**src/rtl/sli_pkg.sv**
```systemverilog
package sli_pkg;

   localparam int DEPTH_DEFAULT = 16;

   localparam int VALUE_W = 32;
   localparam int CMD_W   = 2;
   localparam int STAT_W  = 2;
   localparam int OCC_W   = 5;
   localparam int RSP_DATA_W = 40;

   localparam logic [CMD_W-1:0] CMD_INSERT = 2'd0;
   localparam logic [CMD_W-1:0] CMD_DELETE = 2'd1;
   localparam logic [CMD_W-1:0] CMD_READ   = 2'd2;

   localparam logic [STAT_W-1:0] ST_OK       = 2'd0;
   localparam logic [STAT_W-1:0] ST_FULL     = 2'd1;
   localparam logic [STAT_W-1:0] ST_NOTFOUND = 2'd2;
   localparam logic [STAT_W-1:0] ST_EMPTY    = 2'd3;

   typedef struct packed {
      logic insert;
      logic delete;
   } dp_cmd_type;

   typedef struct packed {
      logic full;
      logic empty;
      logic found;
   } dp_stat_type;

endpackage

```
**src/rtl/sorted_list_insert_delete_top.sv**
```systemverilog
// Sorted list of signed 32-bit values, up to DEPTH entries, duplicates allowed.
// Request channel (req_): tuser carries the command (insert, delete, read out),
// tdata the signed value. Response channel (rsp_): tdata carries the item value,
// status and occupancy; tlast marks the final word caused by a request.
// Insert and delete are done in the cycle the request is taken: every entry
// register compares against the value at once and the list shifts at the end of that cycle.
// Their single response word is valid the next cycle, so one request per cycle
// is taken while the receiver keeps up.
// A read out emits one word per cycle while the receiver keeps up, in
// ascending order, taken from the entry registers by an index counter, and no
// request is taken until the last word is loaded.
// An empty read out gives one word with status empty.
// The response stage is one register: when the receiver stalls it holds its
// word, and requests or read-out words wait until it is taken.
// Reset empties the list at once; no clearing pass is needed.
module sorted_list_insert_delete_top
   import sli_pkg::*;
#(
   parameter int DEPTH = DEPTH_DEFAULT
) (
   input  logic                  clock,
   input  logic                  reset,
   input  logic                  req_tvalid,
   output logic                  req_tready,
   input  logic [VALUE_W-1:0]    req_tdata,   // [31:0] value
   input  logic [CMD_W-1:0]      req_tuser,   // [1:0] command
   output logic                  rsp_tvalid,
   input  logic                  rsp_tready,
   output logic [RSP_DATA_W-1:0] rsp_tdata,   // [31:0] item_value, [33:32] status,
                                              // [38:34] occupancy, [39] zero
   output logic                  rsp_tlast
);

   localparam int CNT_W = $clog2(DEPTH + 1);
   localparam int IDX_W = $clog2(DEPTH);

   dp_cmd_type                dp_cmd;
   dp_stat_type               dp_stat;
   logic [IDX_W-1:0]          rd_idx;
   logic signed [VALUE_W-1:0] rd_data;
   logic [CNT_W-1:0]          count;
   logic [VALUE_W-1:0]        rsp_item;
   logic [STAT_W-1:0]         rsp_status;
   logic [OCC_W-1:0]          rsp_occ;

   sli_ctrl #(.DEPTH(DEPTH)) u_ctrl (
      .clock      (clock),
      .reset      (reset),
      .req_tvalid (req_tvalid),
      .req_tready (req_tready),
      .req_cmd    (req_tuser),
      .rsp_tvalid (rsp_tvalid),
      .rsp_tready (rsp_tready),
      .rsp_item   (rsp_item),
      .rsp_status (rsp_status),
      .rsp_occ    (rsp_occ),
      .rsp_last   (rsp_tlast),
      .dp_cmd     (dp_cmd),
      .rd_idx     (rd_idx),
      .rd_data    (rd_data),
      .count      (count),
      .dp_stat    (dp_stat)
   );

   sli_datapath #(.DEPTH(DEPTH)) u_datapath (
      .clock   (clock),
      .reset   (reset),
      .cmd     (dp_cmd),
      .value   ($signed(req_tdata)),
      .rd_idx  (rd_idx),
      .rd_data (rd_data),
      .count   (count),
      .stat    (dp_stat)
   );

   assign rsp_tdata = {1'b0, rsp_occ, rsp_status, rsp_item};

endmodule

```
**src/rtl/sli_datapath.sv**
```systemverilog
module sli_datapath
   import sli_pkg::*;
#(
   parameter int DEPTH = DEPTH_DEFAULT,
   localparam int CNT_W = $clog2(DEPTH + 1),
   localparam int IDX_W = $clog2(DEPTH)
) (
   input  logic                      clock,
   input  logic                      reset,
   input  dp_cmd_type                cmd,
   input  logic signed [VALUE_W-1:0] value,
   input  logic [IDX_W-1:0]          rd_idx,
   output logic signed [VALUE_W-1:0] rd_data,
   output logic [CNT_W-1:0]          count,
   output dp_stat_type               stat
);

   logic signed [VALUE_W-1:0] entries_ff [DEPTH];
   logic signed [VALUE_W-1:0] ins_in     [DEPTH];
   logic signed [VALUE_W-1:0] del_in     [DEPTH];
   logic [CNT_W-1:0] count_ff, count_in;
   logic [DEPTH-1:0] lt, eq, hit;

   // every cell compares against the request value in parallel
   always_comb begin
      for (int i = 0; i < DEPTH; i++) begin
         lt[i] = (CNT_W'(i) < count_ff) && (entries_ff[i] < value);
         eq[i] = (CNT_W'(i) < count_ff) && (entries_ff[i] == value);
      end
      hit[0] = eq[0];
      for (int i = 1; i < DEPTH; i++) begin
         hit[i] = hit[i-1] | eq[i];
      end
      // insert: cells below the slot keep, the slot takes value, the rest shift up
      for (int i = 0; i < DEPTH; i++) begin
         if (lt[i]) begin
            ins_in[i] = entries_ff[i];
         end else if (i == 0) begin
            ins_in[i] = value;
         end else if (lt[i-1]) begin
            ins_in[i] = value;
         end else begin
            ins_in[i] = entries_ff[i-1];
         end
      end
      // delete: cells from the first match on take their upper neighbor
      for (int i = 0; i < DEPTH - 1; i++) begin
         del_in[i] = hit[i] ? entries_ff[i+1] : entries_ff[i];
      end
      del_in[DEPTH-1] = entries_ff[DEPTH-1];
   end

   always_comb begin
      count_in = count_ff;
      if (cmd.insert) begin
         count_in = count_ff + CNT_W'(1);
      end else if (cmd.delete && hit[DEPTH-1]) begin
         count_in = count_ff - CNT_W'(1);
      end
   end

   always_ff @(posedge clock) begin
      if (reset) begin
         count_ff <= '0;
      end else begin
         count_ff <= count_in;
      end
   end

   always_ff @(posedge clock) begin
      if (cmd.insert) begin
         entries_ff <= ins_in;
      end else if (cmd.delete && hit[DEPTH-1]) begin
         entries_ff <= del_in;
      end
   end

   assign rd_data    = entries_ff[rd_idx];
   assign count      = count_ff;
   assign stat.full  = (count_ff == CNT_W'(DEPTH));
   assign stat.empty = (count_ff == '0);
   assign stat.found = hit[DEPTH-1];

   a_count_range: assert property (@(posedge clock) disable iff (reset)
      count_ff <= CNT_W'(DEPTH))
      else $error("entry count above depth");

   a_no_insert_full: assert property (@(posedge clock) disable iff (reset)
      cmd.insert |-> !stat.full)
      else $error("insert into full list");

   a_delete_count: assert property (@(posedge clock) disable iff (reset)
      cmd.delete && stat.found |=> count_ff == $past(count_ff) - CNT_W'(1))
      else $error("delete did not drop count");

endmodule

```
**src/rtl/sli_ctrl.sv**
```systemverilog
module sli_ctrl
   import sli_pkg::*;
#(
   parameter int DEPTH = DEPTH_DEFAULT,
   localparam int CNT_W = $clog2(DEPTH + 1),
   localparam int IDX_W = $clog2(DEPTH)
) (
   input  logic                      clock,
   input  logic                      reset,
   input  logic                      req_tvalid,
   output logic                      req_tready,
   input  logic [CMD_W-1:0]          req_cmd,
   output logic                      rsp_tvalid,
   input  logic                      rsp_tready,
   output logic [VALUE_W-1:0]        rsp_item,
   output logic [STAT_W-1:0]         rsp_status,
   output logic [OCC_W-1:0]          rsp_occ,
   output logic                      rsp_last,
   output dp_cmd_type                dp_cmd,
   output logic [IDX_W-1:0]          rd_idx,
   input  logic signed [VALUE_W-1:0] rd_data,
   input  logic [CNT_W-1:0]          count,
   input  dp_stat_type               dp_stat
);

   localparam logic S_IDLE = 1'b0;
   localparam logic S_READ = 1'b1;

   logic state_ff, state_in;
   logic [IDX_W-1:0] idx_ff, idx_in;
   logic rsp_valid_ff, rsp_valid_in;
   logic [VALUE_W-1:0] item_ff, item_in;
   logic [STAT_W-1:0] status_ff, status_in;
   logic [CNT_W-1:0] occ_ff, occ_in;
   logic last_ff, last_in;
   logic out_free, accept, load, read_last;

   assign out_free   = !rsp_valid_ff || rsp_tready;
   assign req_tready = (state_ff == S_IDLE) && out_free;
   assign accept     = req_tvalid && req_tready;
   assign read_last  = (CNT_W'(idx_ff) + CNT_W'(1)) == count;

   assign dp_cmd.insert = accept && (req_cmd == CMD_INSERT) && !dp_stat.full;
   assign dp_cmd.delete = accept && (req_cmd == CMD_DELETE);
   assign rd_idx        = idx_ff;

   always_comb begin
      state_in  = state_ff;
      idx_in    = idx_ff;
      load      = 1'b0;
      item_in   = item_ff;
      status_in = status_ff;
      occ_in    = occ_ff;
      last_in   = last_ff;
      unique case (state_ff)
         S_IDLE: begin
            if (accept) begin
               load    = 1'b1;
               item_in = '0;
               last_in = 1'b1;
               unique case (req_cmd)
                  CMD_INSERT: begin
                     status_in = dp_stat.full ? ST_FULL : ST_OK;
                     occ_in    = dp_stat.full ? count : count + CNT_W'(1);
                  end
                  CMD_DELETE: begin
                     status_in = dp_stat.found ? ST_OK : ST_NOTFOUND;
                     occ_in    = dp_stat.found ? count - CNT_W'(1) : count;
                  end
                  CMD_READ: begin
                     status_in = ST_EMPTY;
                     occ_in    = count;
                     if (!dp_stat.empty) begin
                        // words come out of the read state instead
                        load     = 1'b0;
                        idx_in   = '0;
                        state_in = S_READ;
                     end
                  end
                  default: begin
                     status_in = ST_OK;
                     occ_in    = count;
                  end
               endcase
            end
         end
         S_READ: begin
            if (out_free) begin
               load      = 1'b1;
               item_in   = rd_data;
               status_in = ST_OK;
               occ_in    = count;
               last_in   = read_last;
               idx_in    = idx_ff + IDX_W'(1);
               if (read_last) begin
                  state_in = S_IDLE;
               end
            end
         end
         default: state_in = S_IDLE;
      endcase
   end

   assign rsp_valid_in = load ? 1'b1 : (rsp_tready ? 1'b0 : rsp_valid_ff);

   always_ff @(posedge clock) begin
      if (reset) begin
         state_ff     <= S_IDLE;
         idx_ff       <= '0;
         rsp_valid_ff <= 1'b0;
      end else begin
         state_ff     <= state_in;
         idx_ff       <= idx_in;
         rsp_valid_ff <= rsp_valid_in;
      end
   end

   always_ff @(posedge clock) begin
      if (load) begin
         item_ff   <= item_in;
         status_ff <= status_in;
         occ_ff    <= occ_in;
         last_ff   <= last_in;
      end
   end

   assign rsp_tvalid = rsp_valid_ff;
   assign rsp_item   = item_ff;
   assign rsp_status = status_ff;
   assign rsp_occ    = OCC_W'(occ_ff);
   assign rsp_last   = last_ff;

   a_no_accept_in_read: assert property (@(posedge clock) disable iff (reset)
      state_ff == S_READ |-> !req_tready)
      else $error("request taken during read out");

   a_no_overwrite: assert property (@(posedge clock) disable iff (reset)
      rsp_valid_ff && !rsp_tready |-> !load)
      else $error("pending response overwritten");

   a_read_nonempty: assert property (@(posedge clock) disable iff (reset)
      state_ff == S_READ |-> !dp_stat.empty && (CNT_W'(idx_ff) < count))
      else $error("read index beyond list");

endmodule
```
**config.mk**
```make
export PLATFORM = sky130hd
export DESIGN_NAME = sorted_list_insert_delete_top
export DESIGN_NICKNAME = d
export VERILOG_FILES = /design/src/rtl/sli_pkg.sv /design/src/rtl/sorted_list_insert_delete_top.sv /design/src/rtl/sli_datapath.sv /design/src/rtl/sli_ctrl.sv
export SDC_FILE = /design/constraint.sdc
export NUM_CORES = 2
export LEC_CHECK = 0
export BUFFER_PORTS_ARGS = -buffer_cell sky130_fd_sc_hd__buf_2
export CAP_MARGIN = 10
export CORE_MARGIN = 3
export CORE_UTILIZATION = 65
export DETAILED_ROUTE_END_ITERATION = 6
export PLACE_DENSITY = 0.87
export RECOVER_POWER = 50
export SLEW_MARGIN = 20
export SYNTH_ARGS = -nofsm -noshare
export SYNTH_HDL_FRONTEND = slang
export SYNTH_SLANG_ARGS = --single-unit
```
**constraint.sdc**
```tcl
create_clock -name clock -period 11 [get_ports clock]
set_input_delay 3.3 -clock clock [delete_from_list [all_inputs] [get_ports clock]]
set_output_delay 3.3 -clock clock [all_outputs]
set_load 0.01 [all_outputs]
```
==> reports/metrics.yaml <==
area_growth_pct: 7.016
netSwitchingFraction_pct: 28.36
drc_errors: 7
worstMarginPinSlew_ns: 3.932
cts_root_buf: "clkbuf_16"
syn_nets: 4676
ir_drop_mv: 0.1366
grt_setup_unrepaired: "no"
numCtsBuffers: 66
placed_cells: 4876
leakagePower_nw: 18.12
multi_input_area_um2: 25870
cts_resized: 0
core_area_um2: 66220
yosys_most_used_dff: "edfxtp_1"
synth_most_common_cell: "edfxtp_1"
final_cells: 4995
crit_chain: "buf_2 > inv_1 > ha_1 > nand2_1 > o21ai_0 > nand2_1 > o211ai_1 > a21oi_1 > o21ai_0 > mux2i_4 > clkbuf_1 > mux2i_1 > o21ai_0"
antenna_found_initial: 3
synth-seq-cells: 563
required_ns: 11.46
cp.arrival_ns: 10.25
drive_gt1_share_pct: 8.939
via_count: 37800
drt-total-wl_um: 163900
drtPass1Iterations: 7
holdCritPathClass: "flop to flop"
clock_skew_ns: 0.02656
clk_pin_slew_worst_paths_ns: 0.07
grt_pass1_vias: 35690
dr.first_iter.drc_count: 6843
max_freq_ghz: 0.1021
power.share.clock_pct: 39.5
synthArstFlopShare_pct: 0
seq_area_um2: 16800
crit_path_top_delay_cell: "clkbuf_1"
cp_num_buf_inv: 3
violations: "DRC, capacitance limit, slew limit"
status: "finished with violations"
tns_ns: 0
ys_top_cells_by_count: "552 x edfxtp_1, 517 x ha_1, 479 x mux2i_1"
overflow: 0
criticalPathCategory: "input pin to flop"
synth_area_um2: 43760
cp_max_fo: 33
track_usage_pct: 45.96
switchingPower_mw: 1.558
relSlewSlack_pct: -162.1
ys_types: 73
synth_warnings: 0
synth_top_area_share_pct: 37.88
nFillCells: 4784
finalWorstSetupSlack_ns: 1.204
max_stage_delay_ns: 2.77
std_cell_rows: 94
synth_edf_count: 552
die_h_um: 265.5
cp-end-kind: "flop"
combinationalPowerShare_pct: 14.3
syn_area_per_cell_um2: 10.62
power_mw: 5.493
gp_congestion: 1.073
antenna_left: 0
yosysTopAreaCell: "edfxtp_1"
avgRoutedWirePerCell_um: 32.81
finalHoldViolations: 0
drt-vias-per-instance: 7.567
h-tree-depth: 3
cts_tree: "done"
p_int_mw: 3.935
yosysSeqAreaShare_pct: 38.38
crit_path_start_kind: "input pin"
seqPwrFrac_pct: 46.2
period_share_pct: 89.05
dieArea_um2: 70480
hpwlAfterDp_um: 114000
crit_family: "buffers and inverters"
port_buffers: 79
cts_sinks: 563
clockBufferDepth: 3
drv_slew: 935
cp_common_cell: "o21ai_0"
grt_max_degree: 242
initial_core_util_pct: 66.09
io_pins: 81
setup_viol: 0
grt_pass1_wl_um: 238600
power_density_nw_per_um2: 117.3
post-cts-setup-buffers: 0
period_minus_slack_ns: 9.796
insertion_delay_ns: 0.64
pre_cts_slack_ns: 2.112
die-width_um: 265.5
drv_cap: 22
hold_buffers: 0
yosys-top-cells-area: "edfxtp_1 38%, ha_1 15%, mux2i_1 11%"
synthCells: 4121
finalNetCount: 4635
==> per-stage QoR <==
stage                     hold slack [ns]  utilization [%]  area, um^2
after global routing               0.6516            70.72       46830
after floorplan                    0.5568                -       43760
after global placement             0.5982            67.94       44990
after CTS                          0.6212            71.03       47040
final                              0.6232            70.73       46830
after detailed placement           0.6054            67.95       44990
==> placed cells by master, fill, tap and decap left out, types with 34 or more instances in the layout <==
master,instances
nand3_1,61
ha_1,517
clkbuf_16,67
nor2_1,284
a21oi_1,307
a21o_1,86
buf_4,36
nor3_1,34
edfxtp_1,552
nand2_1,413
o21ai_0,407
clkbuf_1,70
mux4_2,160
buf_2,36
nand4_1,124
mux2i_1,478
nor2b_1,39
inv_1,77
==> logic make-up after synthesis <==
logic type      synth area share [%]
simple gates                   11.40
compound gates                 12.81
mux                            19.33
flops                          38.38
fa+ha+maj                      14.78
buf+inv                        3.099
xor+xnor                      0.2001
other cells                 0.008569
==> final timing paths <==
path	cells past startpoint	from	to	slack, ns
setup / recovery	13	req_tdata[11]	u_datapath.entries_ff[78]	1.20
hold / removal	2	u_datapath.entries_ff[414]	u_datapath.entries_ff[446]	0.62
hold reg to reg	2	u_datapath.entries_ff[414]	u_datapath.entries_ff[446]	0.62
setup reg to reg	5	u_ctrl.rd_idx[1]	u_ctrl.rsp_item[0]	2.50
==> power groups by stage <==
stage / clock network (mW) / logic (mW) / registers (mW)
floorplan: 0 / 0.486 / 2.54
global placement: 0 / 0.721 / 2.57
detailed placement: 0 / 0.749 / 2.57
CTS: 2.16 / 0.756 / 2.53
global route: 2.24 / 0.844 / 2.54
finish: 2.17 / 0.784 / 2.54
==> per-layer routing <==
| metal | global-route usage [%] | wire [um] |
|---|---|---|
| met3 | 12.54 | 23990 |
| met2 | 66.20 | 68500 |
| met5 | 0 | 13 |
| met4 | 31.68 | 14400 |
| met1 | 60.73 | 56960 |
==> registers in the layout, indices dropped and copies added (netlist names) <==
name,flops
u_datapath.count,5
u_ctrl.rsp_occ,5
u_ctrl.rsp_status,2
u_ctrl.rsp_item,32
u_ctrl.rsp_last,1
u_datapath.del_in,32
u_ctrl.rsp_tvalid,1
u_datapath.entries_ff,480
u_ctrl.state_ff,1
u_ctrl.rd_idx,4
==> worst reg2reg max path, cell delays in order, from the launching register on <==
cell	delay, ns
dfxtp_1	1.47
clkbuf_1	2.70
clkbuf_1	2.81
mux4_2	0.60
mux4_2	0.51
and2_1	0.17
==> layout make-up <==
| type | instances | area share (%) |
|---|---|---|
| timing repair buffer | 134 | 1.571 |
| clock buffer | 81 | 3.692 |
| tap | 864 | 2.308 |
| clock inverter | 35 | 0.6732 |
| sequential | 563 | 35.87 |
| inverter | 78 | 0.6251 |
| multi-input combinational | 3237 | 55.24 |
| antenna | 3 | 0.01603 |
(Power assumes the default switching activity.)
